## src/design/dlm_pkg.sv

```systemverilog
`default_nettype none

package dlm_pkg;

  // Fixed field and datapath widths
  localparam int VAL_W  = 16;
  localparam int PROD_W = 32;
  localparam int ACC_W  = 40;
  localparam int CNT_W  = 7;

  // Element counter saturates here
  localparam logic [CNT_W-1:0] CNT_MAX = 7'd127;

  // Register reset values
  localparam logic [6:0] INPUTS_RST  = 7'd64;
  localparam logic [4:0] OUTPUTS_RST = 5'd16;

  // Input word kinds (carried on tuser)
  typedef enum logic [1:0] {
    OP_WEIGHT  = 2'd0,
    OP_BIAS    = 2'd1,
    OP_ELEMENT = 2'd2
  } dlm_op_t;

  // Configuration register indexes
  typedef enum logic [1:0] {
    REG_INPUTS  = 2'd0,
    REG_OUTPUTS = 2'd1
  } dlm_reg_t;

  // One input element handed to the MAC engine
  typedef struct packed {
    logic signed [VAL_W-1:0] x;
    logic                    first;
    logic                    use_elem;
    logic                    last;
    logic                    size_err;
  } dlm_cmd_t;

  // One result row
  typedef struct packed {
    logic [3:0]              index;
    logic signed [VAL_W-1:0] value;
    logic                    sat;
    logic                    size_err;
    logic                    eov;
  } dlm_res_t;

endpackage

`default_nettype wire

```

## src/design/dlm_mac.sv

```systemverilog
`default_nettype none

module dlm_mac
  import dlm_pkg::*;
#(
  parameter int MAX_INPUTS  = 64,
  parameter int MAX_OUTPUTS = 16,
  localparam int RW = (MAX_OUTPUTS > 1) ? $clog2(MAX_OUTPUTS) : 1,
  localparam int CW = (MAX_INPUTS > 1) ? $clog2(MAX_INPUTS) : 1
) (
  input  wire logic              clk,
  input  wire logic              rst,
  // element command
  input  wire logic              start,
  input  wire dlm_cmd_t          cmd,
  input  wire logic [CW-1:0]     col,
  input  wire logic [4:0]        nout,
  output logic                   busy,
  // parameter store read port
  output logic [RW-1:0]          rd_row,
  output logic [CW-1:0]          rd_col,
  input  wire logic [VAL_W-1:0]  rd_weight,
  input  wire logic [VAL_W-1:0]  rd_bias,
  // result handoff
  output dlm_res_t               res,
  output logic                   res_valid,
  input  wire logic              res_ready
);

  localparam logic [RW-1:0] ROW_LAST = RW'(MAX_OUTPUTS - 1);

  typedef enum logic [2:0] {
    S_IDLE,
    S_SWEEP,
    S_DRAIN,
    S_EMIT_RD,
    S_EMIT_CALC,
    S_EMIT_HOLD
  } state_t;

  state_t state;

  dlm_cmd_t          cmd_q;
  logic [CW-1:0]     col_q;
  logic [RW-1:0]     row;
  logic [4:0]        k;

  // read-modify-write pipeline
  logic              p1_valid;
  logic [RW-1:0]     p1_row;
  logic              p2_valid;
  logic [RW-1:0]     p2_row;
  logic signed [PROD_W-1:0] p2_prod;
  logic [ACC_W-1:0]  p2_base;

  logic [ACC_W-1:0]  acc_mem [MAX_OUTPUTS];
  logic [ACC_W-1:0]  acc_rd;
  logic [RW-1:0]     acc_raddr;

  logic signed [PROD_W-1:0] prod_c;
  logic [ACC_W-1:0]  bias_ext;
  logic [ACC_W-1:0]  base_c;
  logic [ACC_W-1:0]  sum_c;

  logic [ACC_W:0]    rnd;
  logic [28:0]       r;
  logic              sat_hi;
  logic              sat_lo;
  logic [VAL_W-1:0]  val_c;

  assign busy   = (state != S_IDLE);
  assign rd_row = row;
  assign rd_col = col_q;

  assign acc_raddr = (state == S_EMIT_RD) ? RW'(k) : row;

  // multiply and pick the starting value (bias at the first element)
  always_comb begin
    prod_c   = $signed(rd_weight) * $signed(cmd_q.x);
    bias_ext = {{(ACC_W - VAL_W - 12){rd_bias[VAL_W-1]}}, rd_bias, 12'b0};
    base_c   = cmd_q.first ? bias_ext : acc_rd;
    sum_c    = p2_base + (cmd_q.use_elem ? {{(ACC_W - PROD_W){p2_prod[PROD_W-1]}}, p2_prod}
                                         : {ACC_W{1'b0}});
  end

  // round half up to Q4.12, then clip to 16 bits
  always_comb begin
    rnd    = {acc_rd[ACC_W-1], acc_rd} + (ACC_W + 1)'(2048);
    r      = rnd[ACC_W:12];
    sat_hi = !r[28] && (r[27:15] != 13'h0000);
    sat_lo = r[28] && (r[27:15] != 13'h1fff);
    if (sat_hi) begin
      val_c = 16'h7fff;
    end else if (sat_lo) begin
      val_c = 16'h8000;
    end else begin
      val_c = r[15:0];
    end
  end

  // accumulator memory
  always_ff @(posedge clk) begin
    if (p2_valid) begin
      acc_mem[p2_row] <= sum_c;
    end
    acc_rd <= acc_mem[acc_raddr];
  end

  // sequencer, pipeline control and result register
  always_ff @(posedge clk) begin
    p1_row  <= row;
    p2_row  <= p1_row;
    p2_prod <= prod_c;
    p2_base <= base_c;
    if (rst) begin
      state     <= S_IDLE;
      p1_valid  <= 1'b0;
      p2_valid  <= 1'b0;
      res_valid <= 1'b0;
      row       <= '0;
      k         <= '0;
    end else begin
      p1_valid <= (state == S_SWEEP);
      p2_valid <= p1_valid;
      case (state)
        S_IDLE: begin
          if (start) begin
            cmd_q <= cmd;
            col_q <= col;
            row   <= '0;
            state <= S_SWEEP;
          end
        end
        S_SWEEP: begin
          row <= row + 1'b1;
          if (row == ROW_LAST) begin
            state <= S_DRAIN;
          end
        end
        S_DRAIN: begin
          // wait for the last write-back before reading for results
          if (!p1_valid && !p2_valid) begin
            k     <= '0;
            state <= cmd_q.last ? S_EMIT_RD : S_IDLE;
          end
        end
        S_EMIT_RD: begin
          state <= S_EMIT_CALC;
        end
        S_EMIT_CALC: begin
          res.index    <= k[3:0];
          res.value    <= val_c;
          res.sat      <= sat_hi || sat_lo;
          res.size_err <= cmd_q.size_err;
          res.eov      <= (k == nout - 5'd1);
          res_valid    <= 1'b1;
          state        <= S_EMIT_HOLD;
        end
        S_EMIT_HOLD: begin
          if (res_ready) begin
            res_valid <= 1'b0;
            if (k == nout - 5'd1) begin
              state <= S_IDLE;
            end else begin
              k     <= k + 5'd1;
              state <= S_EMIT_RD;
            end
          end
        end
        default: begin
          state <= S_IDLE;
        end
      endcase
    end
  end

endmodule

`default_nettype wire

```

## config.mk

```make
export PLATFORM = sky130hd
export DESIGN_NAME = dlm_mac
export DESIGN_NICKNAME = d
export VERILOG_FILES = /design/src/design/dlm_pkg.sv /design/src/design/dlm_mac.sv
export SDC_FILE = /design/constraint.sdc
export NUM_CORES = 2
export LEC_CHECK = 0
export BUFFER_PORTS_ARGS = -buffer_cell sky130_fd_sc_hd__buf_2
export CAP_MARGIN = 20
export CORE_UTILIZATION = 57
export CTS_BUF_LIST = sky130_fd_sc_hd__clkbuf_4 sky130_fd_sc_hd__clkbuf_8 sky130_fd_sc_hd__clkbuf_16
export DETAILED_ROUTE_END_ITERATION = 10
export HOLD_SLACK_MARGIN = 0.02
export PLACE_DENSITY = 0.77
export SYNTH_ARGS = -nofsm -noshare
export SYNTH_HDL_FRONTEND = slang
export SYNTH_SLANG_ARGS = --single-unit
```

## constraint.sdc

```tcl
create_clock -name clk -period 6.47 [get_ports clk]
set_input_delay 0.3235 -clock clk [delete_from_list [all_inputs] [get_ports clk]]
set_output_delay 0.3235 -clock clk [all_outputs]
set_load 0.01 [all_outputs]
```

== Yosys cells after proc, flatten, opt, wreduce, memory -nomap -nowiden ==
Memory sizes are Yosys's and may differ from the RTL's. A register that Yosys moved wholly into a read port is not among the register bits.
Index checks and enable logic that the tools add are counted.

* Register bits after elaboration: 144
* Bits in writable memories: 640
* Input bits: 67
* Output and inout bits: 35
* Memories kept: 1

* Add/subtract/negate cells: 5
* $mul: 1
* Equality and inequality tests: 13
* Multiplexer cells: 21
* Bitwise gates (word level): 1
* Reductions and logical operators: 19

{| class="wikitable"
|+ Memories
! name !! depth !! bits a word !! rd ports !! clocked after memory_dff !! wr ports !! RTL line !! text
|-
| acc_mem || 16 || 40 || 1 || 1 || 1 || dlm_mac.sv:56 || <nowiki>logic [ACC_W-1:0] acc_mem [MAX_OUTPUTS];</nowiki>
|}

{| class="wikitable"
|+ Operator list
! kind !! number
|-
| $mux W40 || 2
|-
| $add A40 B13 Y41 const B || 1
|-
| $add A40 B40 Y40 || 1
|-
| $mul A16 B16 Y32 || 1
|-
| $pmux W3 S6 || 1
|-
| $mux W16 || 1
|-
| $mux W5 || 3
|-
| $ne A13 B13 Y1 const B || 1
|-
| $reduce_bool A13 Y1 || 1
|-
| $mux W3 || 4
|-
| $pmux W5 S2 || 1
|-
| $mux W4 || 2
|-
| $ne A2 B2 Y1 const B || 4
|-
| $pmux W4 S2 || 1
|-
| $reduce_and A4 Y1 || 2
|-
| $eq A3 B2 Y1 const B || 2
|-
| $eq A3 B3 Y1 const B || 2
|-
| $reduce_and A2 Y1 || 3
|-
| $reduce_bool A2 Y1 || 3
|-
| $add A5 B1 Y5 const B || 1
|-
| $eq A5 B5 Y1 || 1
|-
| $sub A5 B1 Y5 const B || 1
|-
| $add A4 B1 Y4 const B || 1
|-
| $eq A4 B4 Y1 const B || 1
|-
| other kinds (12) || 19
|}

== Depth between registers and ports, before layout ==
* Word-level depth: 5
* Gate-level depth with buffers: 23
* Depth with buffers taken out: 22

== Worst setup path after synthesis ==
Ideal clock, no wire load.

* Kind: flip-flop to flip-flop
* Start: register cmd_q[5] in the netlist's numbering
* End: register p2_prod[29]
* Arrival time: 6,049 ps
* Data required time: 6,398 ps
* Path slack: 348 ps
* Stages on the path, launching flop included: 20
* Buffers on the path: 1
* Clock period less this slack: 6,122 ps
* Cells stage by stage: edfxtp_1 -> clkbuf_1 -> nand2_1 -> inv_1 -> fa_1 -> fa_1 -> fa_1 -> fa_1 -> fa_1 -> inv_1 -> fa_1 -> inv_1 -> ha_1 -> a21oi_1 -> o21bai_1 -> a221o_1 -> a221o_1 -> a41oi_1 -> nor2b_1 -> xnor2_1

* Word-level cells in the longest chain between the ends: 1

{| class="wikitable"
|+ Ends and longest elaborated chain
! item !! RTL line !! text
|-
| start: declaration || dlm_mac.sv:43 || <nowiki>dlm_cmd_t cmd_q;</nowiki>
|-
| start signal: assignment || dlm_mac.sv:128 || <nowiki>cmd_q <= cmd;</nowiki>
|-
| $mul A16 B16 Y32 || dlm_mac.sv:79 || <nowiki>prod_c = $signed(rd_weight) * $signed(cmd_q.x);</nowiki>
|-
| net prod_c[29] || dlm_mac.sv:60 || <nowiki>logic signed [PROD_W-1:0] prod_c;</nowiki>
|-
| end signal: assignment || dlm_mac.sv:113 || <nowiki>p2_prod <= prod_c;</nowiki>
|-
| end: declaration || dlm_mac.sv:53 || <nowiki>logic signed [PROD_W-1:0] p2_prod;</nowiki>
|}

The timed path passes the listed nets, and every way through them passes these cells.
A chain may end at the register's enable or synchronous reset.

== Worst setup path after layout ==
* Start: register cmd_q[8] in the netlist's numbering
* End: register p2_prod[24]

Same word-level chain as after synthesis.

==> flow_summary.json <==
{
  "synth-main-ff-cell": "edfxtp_1",
  "end_kind": "flop",
  "dp.final_hpwl_um": 61000,
  "tns_ps": 0,
  "clkSinkCount": 824,
  "gr-usage-all-layers_pct": 26.4,
  "synth_area_sq_mm": 0.0428,
  "finalMaxSlewViolations": 0,
  "setup_viol_count_final": 0,
  "drt_first_iter_violations": 2574,
  "setup.worst_path.start_class": "flop",
  "synth_seq_area_share_pct": 54.6,
  "timing.final.crit_share_pct": 96.3,
  "viasPerCell": 5.96,
  "grt_max_degree": 144,
  "start_util_pct": 57.5,
  "final-hold-violation-count": 0,
  "wl_per_cell_um": 21.3,
  "io_pins": 102,
  "synth-edff-count": 689,
  "synthArstFlopShare_pct": 0,
  "path_clk_slew_ps": 70,
  "arrival_ps": 6800,
  "worst_ep_required_time_ps": 7030,
  "dp.cells": 4478,
  "drive_above_1_share_pct": 10.4,
  "synth_warnings": 0,
  "rsz0062_at_grt": "false",
  "fin_nets": 4112,
  "stdcell_count": 4697,
  "grt-ovfl-total": 0,
  "fp.dieArea_sq_mm": 0.0762,
  "cts_buffers": 82,
  "port_buffers": 101,
  "tightest_slew_ps": 1210,
  "cts_tree": "done",
  "syn_nets": 3984,
  "synth-seq-cells": 824,
  "grt_pass1_vias": 27800,
  "die_w_um": 276,
  "min_period_ps": 6230,
  "dr_total_vias": 28000,
  "ctsRootBufferMaster": "clkbuf_16",
  "core_area_sq_mm": 0.0744,
  "fmax_ghz": 0.160,
  "cap_viol_max_count": 0,
  "grt_first_pass_wirelength_um": 155000,
  "antenna_found_initial": 2,
  "outcome": "complete, no violations",
  "netlist_instances": 3529,
  "fillers": 5300,
  "row_count": 100,
  "area_delta_synth_final_pct": 12.5,
  "place.gp.congestion": 0.890,
  "min_path_type": "primary input to flop",
  "htreeDepth": 3,
  "clock_path_buffers": 3,
  "relSlewSlack_pct": 19.3,
  "dr.pass1.iters": 6,
  "avgSynthCellArea_sq_um": 12.1,
  "drt_wl_total_um": 100000,
  "drc": 0,
  "critPathKind": "flop to flop",
  "finClkSkew_ps": 47.9,
  "cp_max_fo": 12,
  "die_h_um": 276,
  "clk_latency_ps": 680,
  "ant_nets": 0,
  "netlist-cell-type-count": 72
}
synth_stat cells (3+ instances only):
| master | instances | share of area, % |
|---|---|---|
| a31oi_1 | 87 | 1.3 |
| dfxtp_1 | 135 | 6.3 |
| xnor2_1 | 71 | 1.5 |
| and3_1 | 6 | 0.088 |
| nor3_1 | 22 | 0.26 |
| a211oi_1 | 208 | 3.6 |
| buf_1 | 7 | 0.061 |
| nand3b_1 | 7 | 0.12 |
| xor2_1 | 28 | 0.57 |
| nand2_1 | 480 | 4.2 |
| and4_1 | 4 | 0.082 |
| a311oi_1 | 81 | 1.7 |
| nand2b_1 | 17 | 0.25 |
| or3_1 | 5 | 0.073 |
| nor4_1 | 4 | 0.058 |
| nand3_1 | 22 | 0.26 |
| clkbuf_1 | 174 | 1.5 |
| a21oi_1 | 151 | 1.8 |
| o21ai_0 | 64 | 0.75 |
| or2_2 | 3 | 0.044 |
| o31ai_1 | 3 | 0.053 |
| o21a_1 | 13 | 0.23 |
| and2_1 | 302 | 4.4 |
| a21o_1 | 33 | 0.58 |
| nand4_1 | 14 | 0.20 |
| and2_0 | 17 | 0.25 |
| nor2b_1 | 18 | 0.26 |
| fa_1 | 263 | 12 |
| edfxtp_1 | 689 | 48 |
| ha_1 | 125 | 3.7 |
| inv_1 | 319 | 2.8 |
| nor2_1 | 74 | 0.65 |
| mux2_2 | 17 | 0.45 |
| mux2i_1 | 5 | 0.12 |
| o21bai_1 | 11 | 0.19 |
critical path, cell delays in order (launching register included):
cell and delay, ps:
edfxtp_1 560, and2_1 230, fa_1 530, inv_1 50, fa_1 460, fa_1 490, fa_1 550, inv_1 50
fa_1 490, fa_1 440, ha_1 360, a21o_1 200, a21oi_1 220, a2bb2oi_1 240, nand3b_1 200, a21oi_4 250
o21bai_1 140, a311o_1 370, a21oi_1 190, xnor2_1 140
layout by cell type, fill, tap and decap left out, types with 14 or more instances in the layout:
| cell type | count |
|---|---|
| inv_1 | 319 |
| nand4_1 | 14 |
| buf_2 | 101 |
| a21oi_1 | 150 |
| and2_0 | 17 |
| dfxtp_1 | 135 |
| nor2b_1 | 18 |
| ha_1 | 125 |
| nand2_1 | 480 |
| nor2_1 | 62 |
| fa_1 | 262 |
| edfxtp_1 | 689 |
| a31oi_1 | 87 |
| nor3_1 | 16 |
| nand3_1 | 22 |
| and2_1 | 302 |
| xor2_1 | 28 |
| a21o_1 | 33 |
| a311oi_1 | 81 |
| xnor2_1 | 71 |
| clkbuf_16 | 84 |
| o21ai_0 | 64 |
| mux2_2 | 15 |
| buf_4 | 76 |
| dlygate4sd3_1 | 44 |
| nand2b_1 | 17 |
| clkbuf_4 | 19 |
| a211oi_1 | 208 |
layer usage:
metal  share of wire (%)  GRT usage [%]  wire length [um]
met5                   0              0                 0
met4                 4.0           10.9              4010
met3                 6.6           3.61              6620
met2                  50           44.6             49900
met1                  40           34.4             39700
flip-flops by register name, summed over array words and instances, names as in the netlist, 3 cells and up:
register and cells:
acc_mem 640, acc_rd 40, p2_base 40, p2_prod 32
res 23, cmd_q 20, rd_col 6, k 5
p1_row 4, p2_row 4, rd_row 4, state 3
logic make-up (layout without fill, tap and decap cells):
family / after synthesis / in the layout / synth area share (%)
AND/OR/NAND/NOR: 1007 / 1007 / 11.5
adder cells (fa/ha/maj): 388 / 388 / 15.9
other: 0 / 1 / 0
flip-flops: 824 / 824 / 54.6
multiplexers: 22 / 22 / 0.564
XOR/XNOR: 99 / 99 / 2.02
AO/OA/AOI/OAI: 687 / 687 / 11.0
buffers and inverters: 502 / 700 / 4.42
worst paths after layout:
| path | from | to | slack, ps | cells past startpoint |
|---|---|---|---|---|
| max | cmd_q[8] | p2_prod[24] | 240 | 19 |
| min | start | cmd_q[3] | 80 | 3 |
| min reg2reg | p1_row[0] | p2_row[0] | 330 | 0 |
| max reg2reg | cmd_q[8] | p2_prod[24] | 240 | 19 |
final cells by class:
class                      instances  area, sq um  share of cell area (%)
inverter                         319         1200                    2.49
clock buffer                     115         2410                    5.00
multi-input combinational       2203        17700                    36.8
antenna                            1         2.50                 0.00520
tap                              969         1210                    2.52
clock inverter                    39          589                    1.22
timing repair buffer             227         1640                    3.40
sequential                       824        23400                    48.6
per-stage QoR:
stage	utilization (%)	hold WS, ps	area, sq um	worst slack (ps)
floorplan	-	310	42800	348
global placement	59.8	311	44500	241
detailed placement	59.8	312	44500	167
CTS	64.5	45.5	48000	148
global route	64.7	75.3	48200	2.65
finish	64.7	75.2	48200	238
what timing repair did:
item | CTS | global route
hold endpoints to repair | 51 | 0
hold buffers | 44 | 0
endpoints found under the setup margin | 0 | 5
gates resized for setup | 0 | 3
setup buffers | 0 | 5
Power is left out: the tool's default activity adds up to more than one toggle a clock period on the data nets, which glitch-free logic cannot reach.
